==> src/rtl/core/aclc_pkg.sv <==
// Shared types, character codes and command table for the ASCII command LED controller.
package aclc_pkg;

   localparam int unsigned LINE_DEPTH_DEF = 16;

   // Longest command text; line bytes past this never take part in a match
   localparam int unsigned MATCH_LEN   = 8;
   localparam int unsigned MATCH_IDX_W = $clog2(MATCH_LEN);
   localparam int unsigned CMD_COUNT   = 7;

   localparam logic       MODE_CHAR = 1'b0;
   localparam logic       MODE_TICK = 1'b1;
   localparam logic [7:0] CHAR_NUL  = 8'h00;
   localparam logic [7:0] CHAR_CR   = 8'h0d;
   localparam logic [7:0] CHAR_BS   = 8'h7f;

   typedef enum logic [2:0] {
      CMD_RON      = 3'd0,
      CMD_ROFF     = 3'd1,
      CMD_GON      = 3'd2,
      CMD_GOFF     = 3'd3,
      CMD_RFLASH   = 3'd4,
      CMD_GFLASH   = 3'd5,
      CMD_FLASHOFF = 3'd6,
      CMD_NONE     = 3'd7
   } cmd_type;

   localparam logic [7:0] CMD_TEXT [CMD_COUNT][MATCH_LEN] = '{
      '{"R", "O", "N", 8'h00, 8'h00, 8'h00, 8'h00, 8'h00},
      '{"R", "O", "F", "F",   8'h00, 8'h00, 8'h00, 8'h00},
      '{"G", "O", "N", 8'h00, 8'h00, 8'h00, 8'h00, 8'h00},
      '{"G", "O", "F", "F",   8'h00, 8'h00, 8'h00, 8'h00},
      '{"R", "F", "L", "A",   "S",   "H",   8'h00, 8'h00},
      '{"G", "F", "L", "A",   "S",   "H",   8'h00, 8'h00},
      '{"F", "L", "A", "S",   "H",   "O",   "F",   "F"  }
   };

   localparam int unsigned CMD_LEN [CMD_COUNT] = '{3, 4, 3, 4, 6, 6, 8};

   typedef struct packed {
      logic    hit;
      cmd_type cmd;
   } match_type;

   typedef struct packed {
      logic       mode;
      logic [7:0] rx_char;
   } req_type;

   typedef struct packed {
      logic       echo_valid;
      logic [7:0] echo_char;
      logic       red_led;
      logic       green_led;
      logic       red_flashing;
      logic       green_flashing;
      logic       command_done;
      logic       command_invalid;
   } rsp_type;

endpackage

==> src/rtl/core/aclc_if.sv <==
// Valid/ready channel interfaces for the request and response items.
interface aclc_req_if;
   logic       valid;
   logic       ready;
   logic       mode;
   logic [7:0] rx_char;

   modport source (output valid, output mode, output rx_char, input ready);
   modport sink   (input valid, input mode, input rx_char, output ready);
endinterface

interface aclc_rsp_if;
   logic       valid;
   logic       ready;
   logic       echo_valid;
   logic [7:0] echo_char;
   logic       red_led;
   logic       green_led;
   logic       red_flashing;
   logic       green_flashing;
   logic       command_done;
   logic       command_invalid;

   modport source (output valid, output echo_valid, output echo_char, output red_led,
                   output green_led, output red_flashing, output green_flashing,
                   output command_done, output command_invalid, input ready);
   modport sink   (input valid, input echo_valid, input echo_char, input red_led,
                   input green_led, input red_flashing, input green_flashing,
                   input command_done, input command_invalid, output ready);
endinterface

==> src/rtl/core/aclc_matcher.sv <==
// Parallel exact compare of the stored line against the command table.
module aclc_matcher #(
   parameter int unsigned LINE_DEPTH = aclc_pkg::LINE_DEPTH_DEF,
   localparam int unsigned FILL_W    = $clog2(LINE_DEPTH + 1)
) (
   input  logic [7:0]          line_i [aclc_pkg::MATCH_LEN],
   input  logic [FILL_W-1:0]   fill_i,
   output aclc_pkg::match_type match_o
);

   logic [aclc_pkg::CMD_COUNT-1:0] hit_vec;

   // Only bytes below the command length are compared, so unwritten entries never matter
   always_comb begin
      for (int k = 0; k < aclc_pkg::CMD_COUNT; k++) begin
         hit_vec[k] = (fill_i == FILL_W'(aclc_pkg::CMD_LEN[k]));
         for (int i = 0; i < aclc_pkg::MATCH_LEN; i++) begin
            if (i < aclc_pkg::CMD_LEN[k] && line_i[i] != aclc_pkg::CMD_TEXT[k][i]) begin
               hit_vec[k] = 1'b0;
            end
         end
      end
   end

   always_comb begin
      match_o.hit = |hit_vec;
      match_o.cmd = aclc_pkg::CMD_NONE;
      for (int k = aclc_pkg::CMD_COUNT - 1; k >= 0; k--) begin
         if (hit_vec[k]) begin
            match_o.cmd = aclc_pkg::cmd_type'(3'(k));
         end
      end
   end

endmodule

==> src/rtl/core/ascii_command_led_controller.sv <==
// Top level: line buffer, command decode and LED / flash state for ASCII commands.
//
// Usage
//   req_ch carries one item per handshake: mode 0 is a received character in
//   rx_char, mode 1 is a one-second tick. rsp_ch returns exactly one item per
//   request item: the echo (if any), the LED and flash levels after the item,
//   and command done / invalid flags when a carriage return closed a line.
//   Characters collect into the line; backspace removes one, a zero byte is
//   ignored, characters past a full line are echoed but dropped.
// Timing
//   An accepted item is held in the input register, is decoded by the
//   single-pass logic and lands in the result register, which drives the
//   response. One item per cycle is sustained while rsp_ch.ready stays high;
//   the line compare is one level of parallel byte compares.
// Stall
//   When rsp_ch.ready is low a full result register holds, and the input register
//   still takes one more item; req_ch.ready drops only when both are full.
// Reset
//   Synchronous, active high: both registers empty, line empty, LEDs and
//   flash flags off. Line bytes are not cleared.
module ascii_command_led_controller #(
   parameter int unsigned LINE_DEPTH = aclc_pkg::LINE_DEPTH_DEF,
   localparam int unsigned FILL_W    = $clog2(LINE_DEPTH + 1)
) (
   input  logic          clock,
   input  logic          reset,
   aclc_req_if.sink      req_ch,
   aclc_rsp_if.source    rsp_ch
);

   // Input register
   logic              in_valid_ff, in_valid_in;
   aclc_pkg::req_type in_item_ff,  in_item_in;

   // Result register
   logic              out_valid_ff, out_valid_in;
   aclc_pkg::rsp_type out_item_ff,  out_item_in;

   // Block state
   logic [7:0]        line_ff [aclc_pkg::MATCH_LEN];
   logic [FILL_W-1:0] fill_ff, fill_in;
   logic              red_level_ff, red_level_in;
   logic              green_level_ff, green_level_in;
   logic              red_blink_ff, red_blink_in;
   logic              green_blink_ff, green_blink_in;

   logic                line_we;
   aclc_pkg::match_type match;
   logic                req_accept;
   logic                advance;
   logic                is_char;
   logic                is_cr;

   // Item moves from input register to result register when the slot is free
   assign advance      = in_valid_ff && (!out_valid_ff || rsp_ch.ready);
   assign req_ch.ready = !in_valid_ff || advance;
   assign req_accept   = req_ch.valid && req_ch.ready;

   always_comb begin
      in_item_in.mode    = req_ch.mode;
      in_item_in.rx_char = req_ch.rx_char;
      if (req_accept) begin
         in_valid_in = 1'b1;
      end else if (advance) begin
         in_valid_in = 1'b0;
      end else begin
         in_valid_in = in_valid_ff;
      end
   end

   aclc_matcher #(
      .LINE_DEPTH (LINE_DEPTH)
   ) u_matcher (
      .line_i  (line_ff),
      .fill_i  (fill_ff),
      .match_o (match)
   );

   assign is_char = (in_item_ff.mode == aclc_pkg::MODE_CHAR) &&
                    (in_item_ff.rx_char != aclc_pkg::CHAR_NUL);
   assign is_cr   = is_char && (in_item_ff.rx_char == aclc_pkg::CHAR_CR);

   // Single-pass decode of the item in the input register
   always_comb begin
      fill_in        = fill_ff;
      red_level_in   = red_level_ff;
      green_level_in = green_level_ff;
      red_blink_in   = red_blink_ff;
      green_blink_in = green_blink_ff;
      line_we        = 1'b0;
      out_item_in    = '0;

      if (in_item_ff.mode == aclc_pkg::MODE_TICK) begin
         red_level_in   = red_level_ff ^ red_blink_ff;
         green_level_in = green_level_ff ^ green_blink_ff;
      end else if (is_char) begin
         out_item_in.echo_valid = 1'b1;
         out_item_in.echo_char  = in_item_ff.rx_char;
         if (is_cr) begin
            out_item_in.command_done = 1'b1;
            fill_in                  = '0;
            case (match.cmd)
               aclc_pkg::CMD_RON:      red_level_in   = 1'b1;
               aclc_pkg::CMD_ROFF:     red_level_in   = 1'b0;
               aclc_pkg::CMD_GON:      green_level_in = 1'b1;
               aclc_pkg::CMD_GOFF:     green_level_in = 1'b0;
               aclc_pkg::CMD_RFLASH:   red_blink_in   = 1'b1;
               aclc_pkg::CMD_GFLASH:   green_blink_in = 1'b1;
               aclc_pkg::CMD_FLASHOFF: begin
                  red_blink_in   = 1'b0;
                  green_blink_in = 1'b0;
               end
               default:                out_item_in.command_invalid = 1'b1;
            endcase
         end else if (in_item_ff.rx_char == aclc_pkg::CHAR_BS) begin
            if (fill_ff != '0) begin
               fill_in = fill_ff - FILL_W'(1);
            end
         end else if (fill_ff < FILL_W'(LINE_DEPTH)) begin
            // only the leading bytes can ever match, so only those are kept
            line_we = (fill_ff < FILL_W'(aclc_pkg::MATCH_LEN));
            fill_in = fill_ff + FILL_W'(1);
         end
      end

      out_item_in.red_led        = red_level_in;
      out_item_in.green_led      = green_level_in;
      out_item_in.red_flashing   = red_blink_in;
      out_item_in.green_flashing = green_blink_in;

      if (advance) begin
         out_valid_in = 1'b1;
      end else if (rsp_ch.ready) begin
         out_valid_in = 1'b0;
      end else begin
         out_valid_in = out_valid_ff;
      end
   end

   always_ff @(posedge clock) begin
      if (reset) begin
         in_valid_ff    <= 1'b0;
         out_valid_ff   <= 1'b0;
         fill_ff        <= '0;
         red_level_ff   <= 1'b0;
         green_level_ff <= 1'b0;
         red_blink_ff   <= 1'b0;
         green_blink_ff <= 1'b0;
      end else begin
         in_valid_ff  <= in_valid_in;
         out_valid_ff <= out_valid_in;
         if (advance) begin
            fill_ff        <= fill_in;
            red_level_ff   <= red_level_in;
            green_level_ff <= green_level_in;
            red_blink_ff   <= red_blink_in;
            green_blink_ff <= green_blink_in;
         end
      end
   end

   // Payload registers, no reset
   always_ff @(posedge clock) begin
      if (req_accept) begin
         in_item_ff <= in_item_in;
      end
      if (advance) begin
         out_item_ff <= out_item_in;
      end
      if (advance && line_we) begin
         line_ff[fill_ff[aclc_pkg::MATCH_IDX_W-1:0]] <= in_item_ff.rx_char;
      end
   end

   assign rsp_ch.valid           = out_valid_ff;
   assign rsp_ch.echo_valid      = out_item_ff.echo_valid;
   assign rsp_ch.echo_char       = out_item_ff.echo_char;
   assign rsp_ch.red_led         = out_item_ff.red_led;
   assign rsp_ch.green_led       = out_item_ff.green_led;
   assign rsp_ch.red_flashing    = out_item_ff.red_flashing;
   assign rsp_ch.green_flashing  = out_item_ff.green_flashing;
   assign rsp_ch.command_done    = out_item_ff.command_done;
   assign rsp_ch.command_invalid = out_item_ff.command_invalid;

`ifndef SYNTHESIS
   // Line count never passes the buffer depth
   a_fill_bound: assert property (@(posedge clock) disable iff (reset)
      fill_ff <= FILL_W'(LINE_DEPTH))
      else $error("line fill count above depth");

   // A carriage return always leaves an empty line
   a_cr_clears: assert property (@(posedge clock) disable iff (reset)
      advance && is_cr |=> fill_ff == '0)
      else $error("line not cleared after carriage return");

   // Back-pressure only when both the input and result registers are occupied
   a_ready_low: assert property (@(posedge clock) disable iff (reset)
      !req_ch.ready |-> in_valid_ff && out_valid_ff && !rsp_ch.ready)
      else $error("request stalled with a free register");

   // A tick does not disturb a red LED that is not flashing
   a_tick_steady: assert property (@(posedge clock) disable iff (reset)
      advance && in_item_ff.mode == aclc_pkg::MODE_TICK && !red_blink_ff
      |=> $stable(red_level_ff))
      else $error("tick changed a steady red LED");
`endif

endmodule
==> src/flat_wrapper.sv <==
// flat-port wrapper written by rule: the top's interface ports become plain ports
module ascii_command_led_controller_flat 
#(
   parameter int unsigned LINE_DEPTH = aclc_pkg::LINE_DEPTH_DEF,
   localparam int unsigned FILL_W    = $clog2(LINE_DEPTH + 1)
)
  (clock, reset, req_ch_valid, req_ch_mode, req_ch_rx_char, req_ch_ready, rsp_ch_valid, rsp_ch_echo_valid, rsp_ch_echo_char, rsp_ch_red_led, rsp_ch_green_led, rsp_ch_red_flashing, rsp_ch_green_flashing, rsp_ch_command_done, rsp_ch_command_invalid, rsp_ch_ready);
  aclc_req_if req_ch_i ();
  aclc_rsp_if rsp_ch_i ();
  input  logic clock;
  input  logic reset;
  input wire logic [$bits(req_ch_i.valid)-1:0] req_ch_valid;
  input wire logic [$bits(req_ch_i.mode)-1:0] req_ch_mode;
  input wire logic [$bits(req_ch_i.rx_char)-1:0] req_ch_rx_char;
  output wire logic [$bits(req_ch_i.ready)-1:0] req_ch_ready;
  output wire logic [$bits(rsp_ch_i.valid)-1:0] rsp_ch_valid;
  output wire logic [$bits(rsp_ch_i.echo_valid)-1:0] rsp_ch_echo_valid;
  output wire logic [$bits(rsp_ch_i.echo_char)-1:0] rsp_ch_echo_char;
  output wire logic [$bits(rsp_ch_i.red_led)-1:0] rsp_ch_red_led;
  output wire logic [$bits(rsp_ch_i.green_led)-1:0] rsp_ch_green_led;
  output wire logic [$bits(rsp_ch_i.red_flashing)-1:0] rsp_ch_red_flashing;
  output wire logic [$bits(rsp_ch_i.green_flashing)-1:0] rsp_ch_green_flashing;
  output wire logic [$bits(rsp_ch_i.command_done)-1:0] rsp_ch_command_done;
  output wire logic [$bits(rsp_ch_i.command_invalid)-1:0] rsp_ch_command_invalid;
  input wire logic [$bits(rsp_ch_i.ready)-1:0] rsp_ch_ready;
  assign req_ch_i.valid = req_ch_valid;
  assign req_ch_i.mode = req_ch_mode;
  assign req_ch_i.rx_char = req_ch_rx_char;
  assign req_ch_ready = req_ch_i.ready;
  assign rsp_ch_valid = rsp_ch_i.valid;
  assign rsp_ch_echo_valid = rsp_ch_i.echo_valid;
  assign rsp_ch_echo_char = rsp_ch_i.echo_char;
  assign rsp_ch_red_led = rsp_ch_i.red_led;
  assign rsp_ch_green_led = rsp_ch_i.green_led;
  assign rsp_ch_red_flashing = rsp_ch_i.red_flashing;
  assign rsp_ch_green_flashing = rsp_ch_i.green_flashing;
  assign rsp_ch_command_done = rsp_ch_i.command_done;
  assign rsp_ch_command_invalid = rsp_ch_i.command_invalid;
  assign rsp_ch_i.ready = rsp_ch_ready;
  ascii_command_led_controller #(.LINE_DEPTH(LINE_DEPTH)) u_core (.clock(clock), .reset(reset), .req_ch(req_ch_i), .rsp_ch(rsp_ch_i));
endmodule
==> config.mk <==
export PLATFORM = sky130hd
export DESIGN_NAME = ascii_command_led_controller_flat
export DESIGN_NICKNAME = d
export VERILOG_FILES = /design/src/rtl/core/aclc_pkg.sv /design/src/rtl/core/aclc_if.sv /design/src/rtl/core/aclc_matcher.sv /design/src/rtl/core/ascii_command_led_controller.sv /design/src/flat_wrapper.sv
export SDC_FILE = /design/constraint.sdc
export NUM_CORES = 1
export LEC_CHECK = 0
export BUFFER_PORTS_ARGS = -buffer_cell sky130_fd_sc_hd__buf_2
export CAP_MARGIN = 10
export CELL_PAD_IN_SITES_DETAIL_PLACEMENT = 1
export CELL_PAD_IN_SITES_GLOBAL_PLACEMENT = 2
export CORE_ASPECT_RATIO = 1.75
export CORE_MARGIN = 2
export CORE_UTILIZATION = 30
export DETAILED_ROUTE_END_ITERATION = 10
export PLACE_DENSITY = 0.65
export SLEW_MARGIN = 20
export SYNTH_ARGS = -nofsm -noshare
export SYNTH_HDL_FRONTEND = slang
export SYNTH_SLANG_ARGS = --single-unit
==> constraint.sdc <==
create_clock -name clock -period 3.1 [get_ports clock]
set_clock_uncertainty 0.1 [all_clocks]
set_input_delay 0.155 -clock clock [delete_from_list [all_inputs] [get_ports clock]]
set_output_delay 0.155 -clock clock [all_outputs]
set_load 0.1 [all_outputs]
==> flow_metrics.py <==
metrics = {
    "route": {
        "drt_pre_antenna_iters": 4,
        "routed-wl-met3_um": 214,
        "top_layer": "met4",
        "routed-via-count": 2589,
        "wl_met1_um": 3940,
        "drc_errors": 0,
        "avgRoutedWirePerCell_um": 19.8,
        "via_per_inst": 4.86,
        "drtIter0Drc": 129,
        "routed_wl_um": 10500,
        "met2_length_um": 6150,
        "ant_nets": 0,
    },
    "synthesis": {
        "synth_edf_count": 88,
        "synth_most_common_cell": "edfxtp_1",
        "yosysTopAreaCell": "edfxtp_1",
        "netlist.area_leader.share_pct": 65.4,
        "synth-seq-cells": 99,
        "async_flop_share_pct": 0,
        "synth_area_leaders": "edfxtp_1 65%, dfxtp_1 5.4%, nor2_1 2.2%, nor2b_1 1.9%, nand2_1 1.6%",
        "ys_seq_area_share_pct": 70.8,
        "synth_area_mm2": 0.00404,
        "ys.flop_type": "edfxtp_1",
        "synth.distinct_cells": 50,
        "avgSynthCellArea_um2": 14.2,
        "syn_inst": 285,
        "yosysWarningCount": 0,
        "synthesis.nets": 303,
        "yosys-top-cells-count": "88 x edfxtp_1, 24 x nor2_1, 17 x nand2_1, 12 x nor2b_1, 12 x nor3_1",
    },
    "timing": {
        "whs_ns": 0.0165,
        "setup_viol": 0,
        "period_needed_ns": 2.78,
        "period_share_pct": 89.8,
        "fin_setup_tns_ns": 0,
        "hold_viol": 0,
        "max_freq_mhz": 359,
        "drv_slew": 0,
        "relSlewSlack_pct": 45.1,
        "rsz0062_at_grt": "false",
        "layout_setup_ws_ns": 0.317,
        "tightestPinTransition_ns": 0.818,
    },
    "setup_path": {
        "crit_type": "reg -> reg",
        "ff2ff_setup_slack_ns": 0.32,
        "end_kind": "register",
        "startpoint": "u_core.in_item_ff[3]",
        "critPathMaxStageDelay_ns": 0.71,
        "r2r-start": "u_core.in_item_ff[3]",
        "cp.arrival_ns": 2.95,
        "cp_max_fo": 4,
        "cp_cell_sequence": "nand3_1 > nor3_1 > inv_1 > fa_1 > inv_1 > a21o_1 > a21oi_1 > xor2_1 > nand3_1 > a21oi_1",
        "start_kind": "register",
        "crit_required_ns": 3.27,
        "critPathSlowestCell": "nor3_1",
    },
    "cells_and_area": {
        "nets": 372,
        "final_area_mm2": 0.00495,
        "seq_area_mm2": 0.00286,
        "antenna_cells": 0,
        "multi_input_comb_area_mm2": 0.00112,
        "fin_util_pct": 37.2,
        "layout-drive-gt1-share_pct": 20.6,
        "area_growth_syn_to_layout_pct": 22.5,
        "fill_cells": 1422,
    },
    "place": {
        "pre_cts_slack_ns": 0.330,
        "place_congestion": 0.817,
        "dpl_cell_area_mm2": 0.00457,
        "hpwl_um": 7940,
        "port_buffers": 29,
    },
    "floorplanning": {
        "start_util_pct": 30.4,
        "row_count": 56,
        "coreArea_mm2": 0.0133,
        "boundaryPins": 30,
        "die_area_mm2": 0.0145,
        "die_w_um": 91.7,
        "dieHeight_um": 158,
    },
    "cts": {
        "htreeDepth": 3,
        "cts_tree": "yes",
        "clock-sinks": 99,
        "clock-root-buffer": "clkbuf_16",
        "clk_path_buf_depth": 2,
        "post_cts_buffers": 0,
        "clock_latency_ns": 0.34,
        "clk_pin_slew_ns": 0.07,
        "cts_buffers": 9,
    },
    "global_routing": {
        "antenna_found_initial": 0,
        "grt_pass1_wl_um": 16000,
        "grt_usage_pct": 15.3,
        "grt_remaining_overflow": 0,
        "grt_pass1_vias": 2790,
        "grt_max_degree": 19,
    },
    "min_path": {
        "hold_path.class": "in -> reg",
        "min_from": "rsp_ch_ready",
    },
    "pwr": {
        "leakagePower_uw": 0.00172,
        "ir_drop_mv": 0.247,
        "powerDensity_mw_per_mm2": 550,
    },
    "job": {
        "maxCapViolCount": 0,
    },
    "status": {
        "status": "complete, no violations",
    },
}
worst max-delay path, delay by kind of cell, from the launching register on:
family / cells / cell delay, ns
and+or+nand+nor: 3 / 0.99
AOI/OAI and AO/OA: 3 / 0.33
xor gates and xnor gates: 1 / 0.15
adders and majority gates: 1 / 0.50
buffers and inverters: 2 / 0.27
DFF: 1 / 0.36
where the power goes:
part / internal [uW] / switching [uW] / total, uW
Combinational: 44.5 / 134 / 179
Clock: 553 / 501 / 1050
Sequential: 1480 / 14.4 / 1490
Total: 2070 / 650 / 2720
state kept, by name, summed over array words and instances, names as in the netlist, 5 cells and up:
name / cells
u_core.line_ff: 64
u_core.in_item_ff: 9
u_core.rsp_ch.echo_char: 8
u_core.fill_ff: 5
final timing paths:
path         cells after the start                   to
min                              4  u_core.rsp_ch.valid
max                             10    u_core.fill_ff[4]
max reg2reg                     10    u_core.fill_ff[4]
min reg2reg                      0    u_core.line_ff[7]
cells by family (layout without fill, tap and decap cells):
logic type               count (synthesis)  in the layout  synth area share (%)
XOR/XNOR                                 4              4                 0.867
AND/OR/NAND/NOR                        129            129                  19.0
flip-flops                              99             99                  70.8
adder cells (fa/ha/maj)                  5              5                  1.73
multiplexers                             5              5                  1.27
AO/OA/AOI/OAI                           29             29                  4.86
buffers and inverters                   14             88                  1.42
routing by layer:
layer / vias to the layer above / global-route usage (%)
met3: 12 / 2.68
met2: 38 / 29.8
li1: 1233 / -
met1: 1306 / 15.5
met5: - / 0
met4: 0 / 6.97
stage by stage:
step	std cells	total power, uW
after floorplan	285	1630
after global placement	507	1690
after CTS	533	2760
after detailed placement	507	1690
after global routing	533	2810
final	533	2720
area by class of cell:
type | count | area share (%)
tap | 174 | 4.40
clock inverter | 6 | 1.09
multi-input combinational | 172 | 22.6
timing repair buffer | 64 | 8.74
clock buffer | 10 | 4.62
inverter | 8 | 0.707
sequential | 99 | 57.8
timing repair:
action,in CTS,in global routing
resized for setup,0,0
endpoints found under the hold margin,10,0
hold buffers,10,0
setup endpoints to repair,0,0
layout by cell type (no fill, tap or decap), types with 6 or more instances in the layout:
| cell type | netlist | final |
|---|---|---|
| nor4_1 | 7 | 7 |
| buf_2 | 0 | 29 |
| nor2b_1 | 12 | 12 |
| a21oi_1 | 8 | 8 |
| nor4bb_1 | 6 | 6 |
| nand3_1 | 11 | 11 |
| buf_4 | 0 | 25 |
| nand4_1 | 6 | 6 |
| edfxtp_1 | 88 | 88 |
| nand2_1 | 17 | 17 |
| clkbuf_16 | 0 | 9 |
| nor3_1 | 12 | 12 |
| inv_1 | 7 | 7 |
| dfxtp_1 | 11 | 11 |
| dlygate4sd3_1 | 0 | 10 |
| nor2_1 | 24 | 24 |
(Power assumes the default switching activity.)
